## src/rtl/core/tte_pkg.sv

```systemverilog
// Shared constants and controller/datapath interface types for the tap tempo estimator.
package tte_pkg;

    // Divider geometry
    localparam int DIV_W  = 32;
    localparam int STEP_W = 6;

    // Milliseconds in one minute and the bits it occupies
    localparam int MINUTE_MS = 60000;
    localparam int MINUTE_W  = 16;

    localparam logic [15:0] TEMPO_SAT       = 16'hFFFF;
    localparam logic [7:0]  MIN_TEMPO_RESET = 8'd30;

    // Commands from the controller to the datapath
    typedef struct packed {
        logic accept;     // latch tap time, read newest entry
        logic gap_div;    // start 60000 / gap
        logic append;     // push tap into window, read oldest entry
        logic span_div;   // start num / span
        logic span_sat;   // zero span: saturated tempo
        logic take_quot;  // tempo from divider quotient
        logic restart;    // window restarts with this tap alone
        logic finish;     // load the output register
    } tte_cmd_t;

    // Status from the datapath to the controller
    typedef struct packed {
        logic window_empty;
        logic gap_zero;
        logic div_done;
        logic tap_fast;
        logic span_zero;
        logic out_free;
    } tte_stat_t;

endpackage

```

## src/rtl/core/tte_ram.sv

```systemverilog
// Generic single-write, single-read RAM with registered read data.
module tte_ram #(
    parameter int WIDTH = 32,
    parameter int DEPTH = 8
) (
    input  logic                       clk,
    input  logic                       wr_en,
    input  logic [$clog2(DEPTH)-1:0]   wr_addr,
    input  logic [WIDTH-1:0]           wr_data,
    input  logic                       rd_en,
    input  logic [$clog2(DEPTH)-1:0]   rd_addr,
    output logic [WIDTH-1:0]           rd_data
);

    logic [WIDTH-1:0] mem [DEPTH];

    // Write port
    always_ff @(posedge clk)
    begin
        if (wr_en)
        begin
            mem[wr_addr] <= wr_data;
        end
    end

    // Registered read port
    always_ff @(posedge clk)
    begin
        if (rd_en)
        begin
            rd_data <= mem[rd_addr];
        end
    end

endmodule

```

## src/rtl/core/tte_div.sv

```systemverilog
// Iterative restoring divider, one quotient bit per cycle, pre-aligned dividend.
module tte_div (
    input  logic                          clk,
    input  logic                          rst_n,
    input  logic                          start,
    input  logic [tte_pkg::DIV_W-1:0]     dividend,
    input  logic [tte_pkg::DIV_W-1:0]     divisor,
    input  logic [tte_pkg::STEP_W-1:0]    steps,
    output logic                          done,
    output logic [tte_pkg::DIV_W-1:0]     quotient
);
    import tte_pkg::*;

    logic                busy_reg;
    logic                done_reg;
    logic [STEP_W-1:0]   cnt_reg;
    logic [DIV_W-1:0]    quo_reg;
    logic [DIV_W-1:0]    rem_reg;
    logic [DIV_W-1:0]    dvs_reg;

    logic [DIV_W:0]      part;
    logic [DIV_W:0]      part_sub;
    logic                fits;

    // Trial subtraction for the next quotient bit
    always_comb
    begin
        part     = {rem_reg, quo_reg[DIV_W-1]};
        part_sub = part - {1'b0, dvs_reg};
        fits     = (part >= {1'b0, dvs_reg});
    end

    // Step counter and completion pulse
    always_ff @(posedge clk or negedge rst_n)
    begin
        if (!rst_n)
        begin
            busy_reg <= 1'b0;
            done_reg <= 1'b0;
            cnt_reg  <= '0;
        end
        else
        begin
            done_reg <= busy_reg && (cnt_reg == STEP_W'(1));
            if (start)
            begin
                busy_reg <= 1'b1;
                cnt_reg  <= steps;
            end
            else if (busy_reg)
            begin
                cnt_reg <= cnt_reg - STEP_W'(1);
                if (cnt_reg == STEP_W'(1))
                begin
                    busy_reg <= 1'b0;
                end
            end
        end
    end

    // Remainder and quotient shift registers
    always_ff @(posedge clk)
    begin
        if (start)
        begin
            quo_reg <= dividend;
            rem_reg <= '0;
            dvs_reg <= divisor;
        end
        else if (busy_reg)
        begin
            rem_reg <= fits ? part_sub[DIV_W-1:0] : part[DIV_W-1:0];
            quo_reg <= {quo_reg[DIV_W-2:0], fits};
        end
    end

    assign done     = done_reg;
    assign quotient = quo_reg;

endmodule

```

## src/rtl/core/tte_dp.sv

```systemverilog
// Datapath: tap window in RAM, window pointers, shared divider, result and output registers.
module tte_dp #(
    parameter int MAX_TAPS = 8
) (
    input  logic                 clk,
    input  logic                 rst_n,
    input  logic [31:0]          tap_time_ms,
    input  logic                 cfg_valid,
    output logic                 cfg_ready,
    input  logic [7:0]           min_tempo_bpm,
    output logic                 result_valid,
    input  logic                 result_stall,
    output logic                 tempo_updated,
    output logic [15:0]          tempo_bpm,
    output logic [3:0]           taps_held,
    input  tte_pkg::tte_cmd_t    cmd,
    output tte_pkg::tte_stat_t   stat
);
    import tte_pkg::*;

    localparam int PTR_W = $clog2(MAX_TAPS);
    localparam int CNT_W = $clog2(MAX_TAPS + 1);
    localparam int NUM_W = $clog2(MINUTE_MS * (MAX_TAPS - 1) + 1);

    // Circular window: head is the oldest entry, tail the newest
    logic [PTR_W-1:0]  head_reg, head_next;
    logic [PTR_W-1:0]  tail_reg, tail_next;
    logic [CNT_W-1:0]  count_reg, count_next;
    logic [7:0]        min_tempo_reg;
    logic [31:0]       now_reg;
    logic [NUM_W-1:0]  num_reg;
    logic              res_updated_reg;
    logic [15:0]       res_tempo_reg;
    logic              out_valid_reg, out_valid_next;
    logic              out_updated_reg;
    logic [15:0]       out_tempo_reg;
    logic [3:0]        out_taps_reg;

    logic              full;
    logic [PTR_W-1:0]  head_after;
    logic [CNT_W-1:0]  num_mult;
    logic [CNT_W+3:0]  cnt_ext;

    logic              ram_wr_en;
    logic [PTR_W-1:0]  ram_wr_addr;
    logic              ram_rd_en;
    logic [PTR_W-1:0]  ram_rd_addr;
    logic [31:0]       ram_rd_data;
    logic [31:0]       diff;

    logic              div_start;
    logic [DIV_W-1:0]  div_dividend;
    logic [STEP_W-1:0] div_steps;
    logic              div_done;
    logic [DIV_W-1:0]  div_q;

    function automatic logic [PTR_W-1:0] ptr_inc(input logic [PTR_W-1:0] p);
        logic [PTR_W-1:0] r;
        if (p == PTR_W'(MAX_TAPS - 1))
        begin
            r = '0;
        end
        else
        begin
            r = p + PTR_W'(1);
        end
        return r;
    endfunction

    // Window bookkeeping
    always_comb
    begin
        full       = (count_reg == CNT_W'(MAX_TAPS));
        head_after = full ? ptr_inc(head_reg) : head_reg;
        num_mult   = full ? CNT_W'(MAX_TAPS - 1) : count_reg;
        head_next  = head_reg;
        tail_next  = tail_reg;
        count_next = count_reg;
        if (cmd.restart)
        begin
            head_next  = '0;
            tail_next  = '0;
            count_next = CNT_W'(1);
        end
        else if (cmd.append)
        begin
            head_next  = head_after;
            tail_next  = ptr_inc(tail_reg);
            count_next = full ? count_reg : count_reg + CNT_W'(1);
        end
    end

    // Tap time storage
    assign ram_wr_en   = cmd.append | cmd.restart;
    assign ram_wr_addr = cmd.append ? ptr_inc(tail_reg) : '0;
    assign ram_rd_en   = cmd.accept | cmd.append;
    assign ram_rd_addr = cmd.append ? head_after : tail_reg;

    tte_ram #(
        .WIDTH (32),
        .DEPTH (MAX_TAPS)
    ) u_ram (
        .clk     (clk),
        .wr_en   (ram_wr_en),
        .wr_addr (ram_wr_addr),
        .wr_data (now_reg),
        .rd_en   (ram_rd_en),
        .rd_addr (ram_rd_addr),
        .rd_data (ram_rd_data)
    );

    // Gap or span, wrapping modulo 2^32
    assign diff = now_reg - ram_rd_data;

    // Shared divider: 60000 / gap, then 60000*(taps-1) / span
    assign div_start    = cmd.gap_div | cmd.span_div;
    assign div_dividend = cmd.gap_div
                        ? {16'(MINUTE_MS), {(DIV_W - MINUTE_W){1'b0}}}
                        : {num_reg, {(DIV_W - NUM_W){1'b0}}};
    assign div_steps    = cmd.gap_div ? STEP_W'(MINUTE_W) : STEP_W'(NUM_W);

    tte_div u_div (
        .clk      (clk),
        .rst_n    (rst_n),
        .start    (div_start),
        .dividend (div_dividend),
        .divisor  (diff),
        .steps    (div_steps),
        .done     (div_done),
        .quotient (div_q)
    );

    // Status to the controller
    always_comb
    begin
        stat.window_empty = (count_reg == '0);
        stat.gap_zero     = (diff == '0);
        stat.span_zero    = (diff == '0);
        stat.div_done     = div_done;
        stat.tap_fast     = (div_q > {{(DIV_W - 8){1'b0}}, min_tempo_reg});
        stat.out_free     = !out_valid_reg || !result_stall;
    end

    // Output handshake
    always_comb
    begin
        out_valid_next = out_valid_reg;
        if (cmd.finish)
        begin
            out_valid_next = 1'b1;
        end
        else if (out_valid_reg && !result_stall)
        begin
            out_valid_next = 1'b0;
        end
    end

    // Control registers
    always_ff @(posedge clk or negedge rst_n)
    begin
        if (!rst_n)
        begin
            head_reg      <= '0;
            tail_reg      <= '0;
            count_reg     <= '0;
            min_tempo_reg <= MIN_TEMPO_RESET;
            out_valid_reg <= 1'b0;
        end
        else
        begin
            head_reg      <= head_next;
            tail_reg      <= tail_next;
            count_reg     <= count_next;
            out_valid_reg <= out_valid_next;
            if (cfg_valid)
            begin
                min_tempo_reg <= min_tempo_bpm;
            end
        end
    end

    assign cnt_ext = {4'b0000, count_reg};

    // Payload registers
    always_ff @(posedge clk)
    begin
        if (cmd.accept)
        begin
            now_reg <= tap_time_ms;
        end
        if (cmd.append)
        begin
            num_reg <= NUM_W'(MINUTE_MS * int'(num_mult));
        end
        if (cmd.restart)
        begin
            res_updated_reg <= 1'b0;
            res_tempo_reg   <= '0;
        end
        else if (cmd.span_sat)
        begin
            res_updated_reg <= 1'b1;
            res_tempo_reg   <= TEMPO_SAT;
        end
        else if (cmd.take_quot)
        begin
            res_updated_reg <= 1'b1;
            res_tempo_reg   <= (div_q[DIV_W-1:16] != '0) ? TEMPO_SAT : div_q[15:0];
        end
        if (cmd.finish)
        begin
            out_updated_reg <= res_updated_reg;
            out_tempo_reg   <= res_tempo_reg;
            out_taps_reg    <= cnt_ext[3:0];
        end
    end

    assign cfg_ready     = 1'b1;
    assign result_valid  = out_valid_reg;
    assign tempo_updated = out_updated_reg;
    assign tempo_bpm     = out_tempo_reg;
    assign taps_held     = out_taps_reg;

    // Checks
    a_count_range: assert property (@(posedge clk) disable iff (!rst_n)
        count_reg <= CNT_W'(MAX_TAPS))
        else $error("tap count beyond window size");

    a_append_nonempty: assert property (@(posedge clk) disable iff (!rst_n)
        cmd.append |-> count_reg != '0)
        else $error("append to an empty window");

    a_append_two: assert property (@(posedge clk) disable iff (!rst_n)
        cmd.append |=> count_reg >= CNT_W'(2))
        else $error("window below two taps after append");

    a_finish_slot: assert property (@(posedge clk) disable iff (!rst_n)
        cmd.finish |-> (!out_valid_reg || !result_stall))
        else $error("result overwrites a pending transaction");

endmodule

```

## src/rtl/core/tte_ctrl.sv

```systemverilog
// Controller: sequences one tap through gap check, window update and tempo division.
module tte_ctrl (
    input  logic                 clk,
    input  logic                 rst_n,
    input  logic                 tap_valid,
    output logic                 tap_stall,
    input  tte_pkg::tte_stat_t   stat,
    output tte_pkg::tte_cmd_t    cmd
);
    import tte_pkg::*;

    localparam logic [2:0] S_IDLE    = 3'd0;
    localparam logic [2:0] S_GAP     = 3'd1;
    localparam logic [2:0] S_DIV1    = 3'd2;
    localparam logic [2:0] S_APPEND  = 3'd3;
    localparam logic [2:0] S_RDOLD   = 3'd4;
    localparam logic [2:0] S_DIV2    = 3'd5;
    localparam logic [2:0] S_RESTART = 3'd6;
    localparam logic [2:0] S_OUT     = 3'd7;

    logic [2:0] state_reg, state_next;

    // Next state and commands
    always_comb
    begin
        state_next = state_reg;
        cmd        = '0;
        tap_stall  = 1'b1;
        unique case (state_reg)
            S_IDLE:
            begin
                tap_stall = 1'b0;
                if (tap_valid)
                begin
                    cmd.accept = 1'b1;
                    state_next = stat.window_empty ? S_RESTART : S_GAP;
                end
            end
            S_GAP:
            begin
                if (stat.gap_zero)
                begin
                    state_next = S_APPEND;
                end
                else
                begin
                    cmd.gap_div = 1'b1;
                    state_next  = S_DIV1;
                end
            end
            S_DIV1:
            begin
                if (stat.div_done)
                begin
                    state_next = stat.tap_fast ? S_APPEND : S_RESTART;
                end
            end
            S_APPEND:
            begin
                cmd.append = 1'b1;
                state_next = S_RDOLD;
            end
            S_RDOLD:
            begin
                if (stat.span_zero)
                begin
                    cmd.span_sat = 1'b1;
                    state_next   = S_OUT;
                end
                else
                begin
                    cmd.span_div = 1'b1;
                    state_next   = S_DIV2;
                end
            end
            S_DIV2:
            begin
                if (stat.div_done)
                begin
                    cmd.take_quot = 1'b1;
                    state_next    = S_OUT;
                end
            end
            S_RESTART:
            begin
                cmd.restart = 1'b1;
                state_next  = S_OUT;
            end
            S_OUT:
            begin
                if (stat.out_free)
                begin
                    cmd.finish = 1'b1;
                    state_next = S_IDLE;
                end
            end
            default:
            begin
                state_next = S_IDLE;
            end
        endcase
    end

    // State register
    always_ff @(posedge clk or negedge rst_n)
    begin
        if (!rst_n)
        begin
            state_reg <= S_IDLE;
        end
        else
        begin
            state_reg <= state_next;
        end
    end

endmodule

```

## src/rtl/core/tap_tempo_estimator_unit.sv

```systemverilog
// Tap tempo estimator: top level joining the controller and the datapath.
//
// Usage: each transaction on the tap channel (tap_valid/tap_stall) carries one
// millisecond timestamp and produces exactly one transaction on the result
// channel (result_valid/result_stall) with tempo_updated, tempo_bpm, taps_held.
// min_tempo_bpm is written through cfg_valid/cfg_ready; cfg_ready is always
// high, and the register is meant to change only while no tap is in flight.
// One tap is processed at a time; the shared bit-serial divider sets the rate.
// Path of a tap: the first tap after an empty window restarts it at once,
// a slow tap passes the 16-step gap division and then restarts it, a tap
// joining the window passes the gap division, the append and the span
// division of N = clog2(60000 * (MAX_TAPS - 1) + 1) steps (19 at 8 taps),
// and a zero gap skips the gap division. A zero span skips the span division.
// The next tap is taken the cycle after its predecessor's result is loaded.
// The result sits in an output register, so a stalled receiver holds it while
// the next tap is already accepted; a second result then waits until the
// first transaction completes. Reset empties the window, clears result_valid
// and sets min_tempo_bpm to 30.
module tap_tempo_estimator_unit #(
    parameter int MAX_TAPS = 8
) (
    input  logic         clk,
    input  logic         rst_n,
    input  logic         tap_valid,
    output logic         tap_stall,
    input  logic [31:0]  tap_time_ms,
    input  logic         cfg_valid,
    output logic         cfg_ready,
    input  logic [7:0]   min_tempo_bpm,
    output logic         result_valid,
    input  logic         result_stall,
    output logic         tempo_updated,
    output logic [15:0]  tempo_bpm,
    output logic [3:0]   taps_held
);
    import tte_pkg::*;

    tte_cmd_t  cmd;
    tte_stat_t stat;

    // Sequencer
    tte_ctrl u_ctrl (
        .clk       (clk),
        .rst_n     (rst_n),
        .tap_valid (tap_valid),
        .tap_stall (tap_stall),
        .stat      (stat),
        .cmd       (cmd)
    );

    // Window storage, divider and output register
    tte_dp #(
        .MAX_TAPS (MAX_TAPS)
    ) u_dp (
        .clk           (clk),
        .rst_n         (rst_n),
        .tap_time_ms   (tap_time_ms),
        .cfg_valid     (cfg_valid),
        .cfg_ready     (cfg_ready),
        .min_tempo_bpm (min_tempo_bpm),
        .result_valid  (result_valid),
        .result_stall  (result_stall),
        .tempo_updated (tempo_updated),
        .tempo_bpm     (tempo_bpm),
        .taps_held     (taps_held),
        .cmd           (cmd),
        .stat          (stat)
    );

endmodule
```

## config.mk

```make
export PLATFORM = sky130hd
export DESIGN_NAME = tap_tempo_estimator_unit
export DESIGN_NICKNAME = d
export VERILOG_FILES = /design/src/rtl/core/tte_pkg.sv /design/src/rtl/core/tte_ram.sv /design/src/rtl/core/tte_div.sv /design/src/rtl/core/tte_dp.sv /design/src/rtl/core/tte_ctrl.sv /design/src/rtl/core/tap_tempo_estimator_unit.sv
export SDC_FILE = /design/constraint.sdc
export NUM_CORES = 1
export LEC_CHECK = 0
export BUFFER_PORTS_ARGS = -buffer_cell sky130_fd_sc_hd__buf_2
export CORE_MARGIN = 1
export CORE_UTILIZATION = 50
export CTS_CLUSTER_SIZE = 40
export DETAILED_ROUTE_END_ITERATION = 12
export PLACE_DENSITY = 0.63
export REMOVE_ABC_BUFFERS = 1
export SYNTH_ARGS = -nofsm -noshare
export SYNTH_HDL_FRONTEND = slang
export SYNTH_SLANG_ARGS = --single-unit
```

## constraint.sdc

```tcl
create_clock -name clk -period 7.2 [get_ports clk]
set_input_delay 1.44 -clock clk [delete_from_list [all_inputs] [get_ports clk]]
set_output_delay 1.44 -clock clk [all_outputs]
set_load 0.02 [all_outputs]
```

[Yosys cells after proc, flatten, opt, wreduce, memory -nomap -nowiden]
Memory sizes are Yosys's and may differ from the RTL's. A register that Yosys moved wholly into a read port is not among the register bits.
Index checks and enable logic that the tools add are counted.
Word-level totals
  RAM bits: 256
  bits in registers: 210
  memories: 1
  input port bits: 45
  word-level logic and storage cells: 117
  output and inout port bits: 24
Memory list
  u_dp.u_ram.mem: depth 8, bits a word 32, rd ports 1, clocked after memory_dff 1, write ports 1, RTL line tte_ram.sv:15  | logic [WIDTH-1:0] mem [DEPTH];
Cells by class
  mux-type cells: 54
  multiply operators: 1
  bitwise operators: 3
  add/sub/neg operators: 6
  reductions and logical operators: 15
  equal/unequal tests: 16
  $lt $le $gt $ge: 2
Operators with widths (number)
  two-way mux 32 bit: 4
  subtractor 32 bit: 2
  two-way mux 16 bit: 3
  two-way mux 3 bit: 15
  greater-or-equal comparator 33 x 32 -> 1 bit: 1
  greater-than comparator 32 x 8 -> 1 bit: 1
  logical NOT 32 bit: 1
  one-hot mux 3 bit (8 select lines): 1
  two-way mux 1 bit: 22
  == test 3 bit, second input constant: 6
  two-way mux 4 bit: 4
  nonzero test 16 bit: 1
  multiplier 11 x 4 -> 14 bit, first input constant: 1
  two-way mux 6 bit: 2
  nonzero test 2 bit: 4
  adder 3 x 1 -> 3 bit, second input constant: 2
  == test 3 x 2 -> 1 bit, second input constant: 2
  == test 6 x 1 -> 1 bit, second input constant: 1
  two-way mux 2 bit: 3
  != test 2 x 1 -> 1 bit, second input constant: 3
  subtractor 6 x 1 -> 6 bit, second input constant: 1
  adder 4 x 1 -> 4 bit, second input constant: 1
  == test 4 bit, second input constant: 1
  logical NOT 4 bit: 1
  9 further kinds: 14

[Logic depth before layout (Yosys ltp)]
Gate-level depths: netlist of the first run.
  word-level depth: 6
  gate-level depth with buffers: 17
  mapped depth without buffers: 17

[By module]
Synthesis of the first run repeated with hierarchy kept, for this count alone.
Second synthesis, totals
  cells, all modules: 1708
  area total of the unflattened synthesis: 23602.6 µm²
By module, submodules not included
  tte_ram: times used 1, sequential area each 8648.3 µm², cells each 415, area an instance 10786.6 µm²
  tte_dp: times used 1, sequential area each 2832.7 µm², cells each 664, area an instance 6456.2 µm²
  tte_div: times used 1, sequential area each 2762.6 µm², cells each 589, area an instance 6012.0 µm²
  tte_ctrl: times used 1, sequential area each 75.1 µm², cells each 40, area an instance 347.8 µm²

[Worst setup path before layout of the first run]
OpenSTA, ideal clock, no wires.
  path type: register to register
  start point: register u_dp.now_reg[0]
  end point: register u_dp.u_div.quo_reg[0], in the netlist u_dp.u_div.quotient[0], enable pin
  required time: 6.734 ns
  buffers on the path: 1
  stages on the path, launching flop included: 16
  clock period less this slack: 5.571 ns
  setup time: 0.466 ns
  arrival: 5.105 ns
  setup slack: 1.629 ns
  cells stage by stage: edfxtp_1 -> inv_1 -> ha_1 -> inv_1 -> fa_1 -> a211oi_2 -> o31ai_2 -> o311ai_1 -> a31oi_1 -> xor2_1 -> nor3_1 -> or4b_1 -> nor4_1 -> and2_1 -> clkbuf_1 -> o21ai_0
Between the ends
  cells in the longest elaborated chain, start to end: 6
  elaborated cells on any way between the ends: 7
  those cells by class: add/sub (1); mux (3); bitwise (1); reduce/logical (2)
RTL lines
  start: declaration: RTL line tte_dp.sv:30  | logic [31:0] now_reg;
  start signal: assignment: RTL line tte_dp.sv:189  | now_reg <= tap_time_ms;
  subtractor 32 bit (*): RTL line tte_dp.sv:113  | assign diff = now_reg - ram_rd_data;
  via u_dp.diff[18]: RTL line tte_dp.sv:49  | logic [31:0] diff;
  logical NOT 32 bit (*): RTL line tte_dp.sv:137, tte_dp.sv:138
  two-way mux 1 bit (*): RTL line tte_ctrl.sv:41, tte_ctrl.sv:65
  two-way mux 1 bit or two-way mux 2 bit (tied branches): RTL line tte_ctrl.sv:29  | unique case (state_reg)
  bitwise OR 1 bit (*): RTL line tte_dp.sv:116  | assign div_start = cmd.gap_div | cmd.span_div;
  nonzero test 2 bit (no source line) (*)
  end signal: assignment: RTL line tte_div.sv:66  | quo_reg <= dividend;
  end signal: assignment: RTL line tte_div.sv:73  | quo_reg <= {quo_reg[DIV_W-2:0], fits};
  end: declaration: RTL line tte_div.sv:17  | logic [DIV_W-1:0] quo_reg;
The timed path passes the listed nets; every way through them passes the cells marked *.
A chain may end at the register's enable or synchronous reset.

[Final worst setup path of the first run]
  start point: register u_dp.now_reg[0]
  end point: register u_dp.u_div.quo_reg[23], in the netlist u_dp.u_div.quotient[23], data pin
Between the ends
  cells in the longest elaborated chain, start to end: 6
  elaborated cells on any way between the ends: 8
  those cells by class: add/sub (1); mux (5); bitwise (1); reduce/logical (1)
RTL lines
  subtractor 32 bit (*): RTL line tte_dp.sv:113
  via u_dp.diff[26]: RTL line tte_dp.sv:49
  logical NOT 32 bit (*): RTL line tte_dp.sv:137, tte_dp.sv:138
  two-way mux 1 bit (*): RTL line tte_ctrl.sv:41, tte_ctrl.sv:65
  two-way mux 1 bit or two-way mux 2 bit (tied branches): RTL line tte_ctrl.sv:29
  two-way mux 32 bit or bitwise OR 1 bit (tied branches): RTL line tte_dp.sv:118, tte_dp.sv:116
  two-way mux 32 bit (*): RTL line tte_div.sv:64  | if (start)
Marked as above.

==> impl_metrics.toml, run 1 <==
[outcome]
outcome = "finished clean"

[drt]
wl_per_cell_um = 19.9
drc = 0
initialDrtViolationCount = 888
finalWirelength_um = 48400
via_count = 13998
ant_nets = 0
drt_first_pass_iters = 5
vias_per_cell = 5.76

[yosys]
ys_seq_area_share_pct = 61.6
synth_flop_cell = "edfxtp_1"
netlist_instances = 1716
syn_area_per_cell_um2 = 13.6
ys_ff_latch = 498
yosysUniqueCellTypes = 83
synthArstFlopShare_pct = 6.02
yosys.area.top_type = "edfxtp_1"
synth_area_leaders = "edfxtp_1 (54%), mux4_2 (6.2%), ha_1 (5.4%)"
ys.warnings.count = 0
synth-edff-count = 419
synth_top_area_share_pct = 54.1
synth_area_um2 = 23300

[clock_tree]
clock-sinks = 498
clock_path_buffers = 3
cts_buffers = 52
ctsRootBufferMaster = "clkbuf_16"
cts_tree = "done"
post_cts_hold_buffer_count = 0
postCtsSetupRepairBufs = 0
clkTransAtPathRegs_ps = 60
cts_resized = 0
cts-htree-levels = 2
clkLatencyLatePin_ps = 620

[setup_path]
end_kind = "flip-flop"
worstReg2RegStart = "u_dp.now_reg[0]$_DFFE_PP_"
critical_path.max_fanout = 15
crit_slowest_cell = "nor4_1"
r2r_cells = 15
rr_endpoint = "u_dp.u_div.quotient[23]$_DFFE_PP_"
required_ps = 7530
crit_chain = "inv_1 > ha_1 > inv_1 > fa_1 > a211oi_2 > o31ai_2 > nand2_1 > a31oi_1 > a21oi_1 > xnor2_1 > or4b_1 > nor4_1 > and2_1 > nand2b_1 > o21ai_0"
max_stage_delay_ps = 770
crit_arrival_ps = 5740
r2r_setup_slack_ps = 1780
crit_path_frequent_cell = "inv_1"
crit_path_start_kind = "flip-flop"
path_class = "reg -> reg"

[power]
p_clk_share_pct = 22.4
ir_drop_v = 0.000265
pwr-share-seq_pct = 36.4
switching_power_mw = 4.38
p_leak_nw = 9.91
p_comb_share_pct = 41.2
power.density_nw_per_um2 = 467
p_int_mw = 7.79
power_switching_share_pct = 36.0

[cells_and_area]
fillers = 3690
antennaDiodeCount = 0
largest-register = "u_dp.u_ram.mem"
synthToLayoutAreaGrowth_pct = 12.2
multiInputGateArea_um2 = 8290
stdcell_area_um2 = 26100
fin_util_pct = 57.1
ff_latch_area_um2 = 14300
drive_gt1_share_pct = 16.5
layout_commonest_cell = "edfxtp_1"
finalNetCount = 1940
largest_reg_flops = 256
mostFrequentLayoutCells = "edfxtp_1 (419), inv_1 (129), a21oi_1 (101)"

[worst_hold_path]
hold_start = "u_dp.res_tempo_reg[15]$_SDFFE_PP0P_"
min_path_cells = 0
hold_class = "reg -> reg"
min_to = "u_dp.tempo_bpm[15]$_DFFE_PP_"

[timing]
max_slew_margin_pct = 25.6
clock_skew_ps = 31.6
hold_violations = 0
hold_ws_ps = 424
finalCritPeriodShare_pct = 75.2
fin_crit_ps = 5420
drv_slew = 0
grt_setup_unrepaired = "false"
setup_viol = 0
fmax_mhz = 185
worst_pin_slew_ps = 1100

[global_route]
grt_usage_pct = 20.9
grt_start_max_net_pins = 65
grt_pass1_vias = 13916
grt_first_pass_wirelength_um = 76600
antenna_found_initial = 0
gr-total-overflow = 0

[floorplan]
start_util_pct = 50.9
io_pins = 69
die_width_um = 218
rows = 78
die_area_um2 = 47400
coreArea_um2 = 45700
die_h_um = 218

[placed_design]
gp_congestion = 0.894
io_buffers = 67
place_hpwl_um = 30500
dpl_cell_area_um2 = 24300

[job]
max_cap_viol_count = 0
-- kinds of logic (layout without fill, tap and decap cells) --
family                   count (synthesis)  in the layout  synth area share (%)
buffers and inverters                  199            313                  3.28
adder cells (fa/ha/maj)                106            106                  5.90
flip-flops                             498            498                  61.6
XOR/XNOR                                66             66                  2.49
multiplexers                           110            110                  8.36
AO/OA/AOI/OAI                          371            371                  10.4
AND/OR/NAND/NOR                        365            365                  7.94
other                                    1              1                0.0161
-- worst max-delay path by stage --
stage	start	to	cells past startpoint	slack, ps
2_1_floorplan	u_dp.count_reg[2]$_DFFE_PN0P_	u_dp.u_ram.rd_data[0]$_DFFE_PP_	8	-760
3_3_place_gp	u_dp.now_reg[0]$_DFFE_PP_	u_dp.u_div.quotient[28]$_DFFE_PP_	15	2070
3_5_place_dp	u_dp.now_reg[0]$_DFFE_PP_	u_dp.u_div.quotient[23]$_DFFE_PP_	15	1890
4_1_cts	u_dp.now_reg[0]$_DFFE_PP_	u_dp.u_div.quotient[23]$_DFFE_PP_	15	1830
5_1_grt	u_dp.now_reg[0]$_DFFE_PP_	u_dp.u_div.quotient[23]$_DFFE_PP_	15	1350
6_report	u_dp.now_reg[0]$_DFFE_PP_	u_dp.u_div.quotient[23]$_DFFE_PP_	15	1780
-- power groups by stage --
stage	logic, mW	registers, mW	clock network, mW
2_1_floorplan	3.87	4.44	0
3_3_place_gp	4.95	4.47	0
3_5_place_dp	5.02	4.49	0
4_1_cts	5.05	4.43	2.78
5_1_grt	5.61	4.50	2.88
6_report	5.02	4.43	2.72
-- critical path: cells and delay by family (launching register included) --
| kind | cells | cell delay [ps] |
|---|---|---|
| AOI/OAI and AO/OA | 5 | 1360 |
| xor gates and xnor gates | 1 | 170 |
| DFF | 1 | 480 |
| buffers and inverters | 2 | 160 |
| and+or+nand+nor | 5 | 2530 |
| adders and majority gates | 2 | 430 |
-- cell usage after synthesis (18+ instances only) --
| cell | number |
|---|---|
| a21oi_1 | 106 |
| mux4_2 | 64 |
| inv_1 | 129 |
| nor2b_1 | 30 |
| dfrtp_1 | 26 |
| ha_1 | 100 |
| nand3_1 | 24 |
| nand2_1 | 70 |
| xor2_1 | 30 |
| xnor2_1 | 36 |
| o21ai_0 | 74 |
| nor2_1 | 100 |
| mux2_2 | 33 |
| clkbuf_1 | 54 |
| dfxtp_1 | 49 |
| or3_1 | 18 |
| edfxtp_1 | 419 |
| a21o_1 | 38 |
| a211oi_1 | 30 |
| nor3_1 | 26 |
-- area by class of cell --
type | count | area share, %
tap | 600 | 2.88
sequential | 498 | 54.9
clock inverter | 33 | 1.51
inverter | 129 | 1.86
timing repair buffer | 89 | 1.92
multi-input combinational | 1019 | 31.8
clock buffer | 62 | 5.17
-- per-stage QoR --
step	instances	setup WS, ps	total power [mW]	setup TNS [ps]
6_report	2430	1780	12.2	0
2_1_floorplan	1646	-764	8.32	-24460
4_1_cts	2430	1830	12.3	0
3_5_place_dp	2335	1890	9.50	0
3_3_place_gp	2335	2070	9.41	0
5_1_grt	2430	1350	13.0	0
-- metal layers --
layer / share of wire (%) / routed length, um / vias to the layer above / global-route usage (%)
met5: 0 / 0 / - / 0
met4: 2.3 / 1120 / 0 / 6.22
met3: 3.6 / 1750 / 74 / 3.25
met2: 48 / 23400 / 259 / 34.8
met1: 46 / 22100 / 6991 / 28.2
li1: - / - / 6674 / -
Note: power is estimated with default switching activity, not from simulation.
==> inputs of run 2 (changes only) <==
--- a/config.mk
+++ b/config.mk
@@ -10,7 +10,7 @@
 export CORE_UTILIZATION = 50
 export CTS_CLUSTER_SIZE = 40
 export DETAILED_ROUTE_END_ITERATION = 12
-export PLACE_DENSITY = 0.63
+export PLACE_DENSITY = 0.66
 export REMOVE_ABC_BUFFERS = 1
 export SYNTH_ARGS = -nofsm -noshare
 export SYNTH_HDL_FRONTEND = slang
==> constraint.sdc (replaced) <==
create_clock -name clk -period 4.6 [get_ports clk]
set_input_delay 0.92 -clock clk [delete_from_list [all_inputs] [get_ports clk]]
set_output_delay 0.92 -clock clk [all_outputs]
set_load 0.02 [all_outputs]
==> impl_metrics.toml, run 2 (synthesis results as in run 1) <==
[clock_tree]
cts_tree = "done"
cts_buffers = 51
ctsRootBufferMaster = "clkbuf_16"
clkTransAtPathRegs_ps = 60
clkLatencyLatePin_ps = 600
clock_path_buffers = 3
cts-htree-levels = 2
clock-sinks = 498
post_cts_hold_buffer_count = 0

[global_route]
antenna_found_initial = 0
gr-total-overflow = 0
grt_start_max_net_pins = 64
grt_first_pass_wirelength_um = 75700
grt_pass1_vias = 14001
grt_usage_pct = 20.5

[drt]
finalWirelength_um = 47600
via_count = 14071
ant_nets = 0
wl_per_cell_um = 19.3
vias_per_cell = 5.71
initialDrtViolationCount = 1022
drc = 0
drt_first_pass_iters = 5

[timing]
drv_slew = 0
fin_crit_ps = 4350
fmax_mhz = 230
finalCritPeriodShare_pct = 94.7
hold_violations = 0
worst_pin_slew_ps = 1250
max_slew_margin_pct = 16.7
grt_setup_unrepaired = "false"
finalWorstSetupSlack_ps = 245
hold_ws_ps = 410
fin_tns_setup_ps = 0
setup_viol = 0
clock_skew_ps = 23.7

[cells_and_area]
layout_commonest_cell = "edfxtp_1"
fillers = 3618
antennaDiodeCount = 0
multiInputGateArea_um2 = 8360
stdcell_area_um2 = 26500
instances_no_fill = 2465
ff_latch_area_um2 = 14300
finalNetCount = 1974
synthToLayoutAreaGrowth_pct = 13.8
drive_gt1_share_pct = 18.4
largest-register = "u_dp.u_ram.mem"
mostFrequentLayoutCells = "edfxtp_1 (419), inv_1 (129), a21oi_1 (101)"
fin_util_pct = 58.0
largest_reg_flops = 256

[placed_design]
dpl_cell_area_um2 = 24700
gp_congestion = 0.902
numPlacedInstances = 2367
dpl_worst_slack_ps = 93.8
place_hpwl_um = 31500
io_buffers = 67

[setup_path]
end_kind = "flip-flop"
path_class = "reg -> reg"
critical_path.max_fanout = 4
required_ps = 5060
crit_arrival_ps = 4820
crit_path_start_kind = "flip-flop"

[floorplan]
io_pins = 69
die_h_um = 218
coreArea_um2 = 45700
die_area_um2 = 47400
die_width_um = 218
rows = 78
start_util_pct = 50.9

[outcome]
outcome = "finished clean"

[power]
power_mw = 19.2
p_leak_nw = 10.1
power.density_nw_per_um2 = 726
ir_drop_v = 0.000430

[worst_hold_path]
hold_class = "in -> async"

[job]
max_cap_viol_count = 0
-- run 2: worst paths after layout --
kind	from	slack, ps	depth (start not counted)	end
worst min-delay path	rst_n	410	1	u_dp.result_valid$_DFFE_PN0P_
min in group clk	u_dp.res_tempo_reg[8]$_SDFFE_PP0P_	430	0	u_dp.tempo_bpm[8]$_DFFE_PP_
worst max-delay path	u_dp.now_reg[0]$_DFFE_PP_	250	16	u_dp.u_div.cnt_reg[1]$_DFFE_PN0P_
worst min register to register	u_dp.res_tempo_reg[8]$_SDFFE_PP0P_	430	0	u_dp.tempo_bpm[8]$_DFFE_PP_
worst max register to register	u_dp.now_reg[0]$_DFFE_PP_	250	16	u_dp.u_div.cnt_reg[1]$_DFFE_PN0P_
max in group asynchronous	rst_n	3640	1	u_dp.u_div.busy_reg$_DFF_PN0_
-- run 2: layout make-up --
class                           count  share of cell area [%]
Multi-Input combinational cell   1019                    31.6
Tap cell                          600                    2.84
Clock inverter                     24                   0.978
Clock buffer                       71                    5.38
Inverter                          129                    1.83
Timing Repair Buffer              124                    3.31
Sequential cell                   498                    54.1
-- run 2: worst max-delay path: stages (launching register included) --
cell      delay (ps)
edfxtp_1         400
inv_1             80
ha_1             150
inv_1             60
fa_2             370
a211oi_4         320
o31ai_4          140
buf_4            190
a31oi_4          210
xor2_2           190
nand4_1          150
nor4_2           310
or4b_1           450
or4_1            480
or4_4            440
nor4_2           210
nor4_1            60
-- run 2: what timing repair did --
item	4_1_cts	5_1_grt
setup endpoints to repair	0	144
setup buffers	0	3
gates resized for setup	0	11
-- run 2: report_power, final --
| part | total (mW) | switching (mW) | internal [mW] |
|---|---|---|---|
| logic | 8.18 | 4.63 | 3.54 |
| clock network | 4.13 | 1.68 | 2.44 |
| registers | 6.92 | 0.534 | 6.38 |
| total | 19.2 | 6.85 | 12.4 |
-- run 2: per-layer routing --
layer	share of wire, %	GRT usage (%)	up-vias
met1	46	28.1	6980
met2	48	33.9	292
met3	4.0	3.03	70
met5	0	0	-
li1	-	-	6729
met4	2.1	5.87	0
==> inputs of run 3 (changes only) <==
--- a/config.mk
+++ b/config.mk
@@ -5,13 +5,15 @@
 export SDC_FILE = /design/constraint.sdc
 export NUM_CORES = 1
 export LEC_CHECK = 0
+export ABC_AREA = 1
 export BUFFER_PORTS_ARGS = -buffer_cell sky130_fd_sc_hd__buf_2
 export CORE_MARGIN = 1
-export CORE_UTILIZATION = 50
+export CORE_UTILIZATION = 55
 export CTS_CLUSTER_SIZE = 40
 export DETAILED_ROUTE_END_ITERATION = 12
-export PLACE_DENSITY = 0.66
+export PLACE_DENSITY = 0.71
 export REMOVE_ABC_BUFFERS = 1
 export SYNTH_ARGS = -nofsm -noshare
 export SYNTH_HDL_FRONTEND = slang
+export SYNTH_HIERARCHICAL = 1
 export SYNTH_SLANG_ARGS = --single-unit
==> impl_metrics.toml, run 3 <==
[outcome]
outcome = "finished clean"

[timing]
worst_pin_slew_ps = 1070
drv_slew = 0
clock_skew_ps = 34.0
max_slew_margin_pct = 28.9
fmax_mhz = 246
hold_violations = 0
setup_viol = 0
fin_tns_setup_ps = 0
finalCritPeriodShare_pct = 88.3
grt_setup_unrepaired = "false"
fin_crit_ps = 4060

[clock_tree]
post_cts_hold_buffer_count = 0
clkTransAtPathRegs_ps = 60
cts_resized = 0
cts_buffers = 52
clock_path_buffers = 3
postCtsSetupRepairBufs = 0
clock-sinks = 498
ctsRootBufferMaster = "clkbuf_16"
cts-htree-levels = 2
clkLatencyLatePin_ps = 600
cts_tree = "done"

[drt]
via_count = 20220
wl_per_cell_um = 15.8
ant_nets = 0
drt_first_pass_iters = 6
vias_per_cell = 5.12
finalWirelength_um = 62600
drc = 0
initialDrtViolationCount = 1215

[floorplan]
io_pins = 69
die_h_um = 223
die_width_um = 223
start_util_pct = 56.0
die_area_um2 = 49700
coreArea_um2 = 47900
rows = 80

[yosys]
synthArstFlopShare_pct = 6.02
synth_area_leaders = "edfxtp_1 (47%), nand2_1 (16%), inv_1 (9.5%)"
synth-edff-count = 419
synth_top_area_share_pct = 46.8
netlist_instances = 3202
ys_ff_latch = 498
syn_area_per_cell_um2 = 8.39
ys.warnings.count = 6
yosys.area.top_type = "edfxtp_1"
synth_flop_cell = "edfxtp_1"
ys_seq_area_share_pct = 53.3
yosysUniqueCellTypes = 53
synth_area_um2 = 26900
synth_common_cells = "nand2_1 (1,129), inv_1 (681), edfxtp_1 (419), nand3_1 (259), nor2_1 (122)"
yosysMostFrequentCell = "nand2_1"

[setup_path]
crit_arrival_ps = 4580
cp-endpoint = "u_dp/u_div/rem_reg[30]$_SDFFE_PP0P_"
critical_path.max_fanout = 32
end_kind = "flip-flop"
max_stage_delay_ps = 530
crit_slowest_cell = "edfxtp_1"
critPathLaunch = "u_dp/now_reg[13]$_DFFE_PP_"
r2r_setup_slack_ps = 540
required_ps = 5120
crit_path_start_kind = "flip-flop"
crit_chain = "ha_1 > nand2_2 > nor2_1 > inv_1 > nor2_1 > nand2_1 > nand2_1 > nand2_1 > nand3_1 > nand2_1 > nor2_1 > nand3_1 > nor2_1 > nor4_2 > or2_2 > nor2_2 > buf_12 > nand2_1 > inv_1 > nand2_1 > nand2_1"
worstReg2RegStart = "u_dp/now_reg[13]$_DFFE_PP_"
crit_path_frequent_cell = "nand2_1"
path_class = "reg -> reg"
r2r_cells = 21
rr_endpoint = "u_dp/u_div/rem_reg[30]$_SDFFE_PP0P_"

[placed_design]
io_buffers = 67
place_hpwl_um = 42300
gp_congestion = 0.947
dpl_cell_area_um2 = 27900

[cells_and_area]
mostFrequentLayoutCells = "nand2_1 (1,127), inv_1 (681), edfxtp_1 (419)"
stdcell_area_um2 = 29500
finalNetCount = 3445
fin_util_pct = 61.5
synthToLayoutAreaGrowth_pct = 9.81
drive_gt1_share_pct = 7.40
largest-register = "u_dp/u_ram/mem"
largest_reg_flops = 256
layout_commonest_cell = "nand2_1"
antennaDiodeCount = 0
fillers = 4097

[global_route]
grt_first_pass_wirelength_um = 100000
gr-total-overflow = 0
grt_usage_pct = 25.5
grt_pass1_vias = 19749
grt_start_max_net_pins = 129
antenna_found_initial = 0

[power]
power.density_nw_per_um2 = 733
p_leak_nw = 14.6
ir_drop_v = 0.000376

[worst_hold_path]
hold_class = "in -> async"

[job]
max_cap_viol_count = 0
run 3: area by class of cell:
class / count / area, um^2 / share of cell area, %
sequential: 498 / 14300 / 48.5
multi-input combinational: 1953 / 9610 / 32.6
inverter: 688 / 2580 / 8.76
clock buffer: 73 / 1430 / 4.85
tap: 615 / 769 / 2.61
timing repair buffer: 101 / 641 / 2.17
clock inverter: 25 / 154 / 0.522
run 3: worst min-delay path by stage:
stage                                         to  slack (ps)                                start
3_3_place_gp         u_dp/tempo_bpm[6]$_DFFE_PP_         410   u_dp/res_tempo_reg[6]$_SDFFE_PP0P_
3_5_place_dp         u_dp/tempo_bpm[7]$_DFFE_PP_         410   u_dp/res_tempo_reg[7]$_SDFFE_PP0P_
6_report       u_dp/min_tempo_reg[5]$_DFFE_PN0P_         410                                rst_n
4_1_cts        u_dp/min_tempo_reg[5]$_DFFE_PN0P_         400                                rst_n
5_1_grt        u_dp/min_tempo_reg[5]$_DFFE_PN0P_         440                                rst_n
2_1_floorplan       u_dp/tempo_bpm[10]$_DFFE_PP_         400  u_dp/res_tempo_reg[10]$_SDFFE_PP0P_
run 3: logic make-up after synthesis:
kind of cell / Yosys count / share of synthesized area (%)
other: 2 / 0.0280
DFF: 498 / 53.3
and+or+nand+nor: 1635 / 25.6
buffers and inverters: 772 / 11.6
adders and majority gates: 106 / 5.10
AOI/OAI and AO/OA: 152 / 3.17
muxes: 1 / 0.0419
xor gates and xnor gates: 36 / 1.17
run 3: where the power goes:
group,total (mW),internal [mW],switching (mW)
clock,3.90,2.18,1.72
combinational,10.6,3.46,7.13
sequential,7.13,6.52,0.600
total,21.6,12.2,9.45
run 3: per-layer routing:
layer / wire, um / share of wire (%) / vias to the layer above / global-route usage, %
met3: 3510 / 5.6 / 113 / 3.61
met4: 1570 / 2.5 / 0 / 8.65
met5: 0 / 0 / - / 0
li1: - / - / 10155 / -
met1: 26300 / 42 / 9413 / 31.5
met2: 31200 / 50 / 539 / 45.8
run 3: critical path: cells and delay by family, from the launching register on:
kind	cells	cell delay, ps
DFF	1	530
and+or+nand+nor	17	2580
adders and majority gates	1	480
buffers and inverters	3	380
run 3: metrics by stage:
stage                     instances  power, mW  setup WS [ps]  hold slack (ps)
after global routing           3953       23.4            178              436
after floorplan                3139       14.8          -1270              403
after CTS                      3953       21.7            547              401
after global placement         3855       17.5            697              412
final                          3953       21.6            537              409
after detailed placement       3855       17.7            584              413
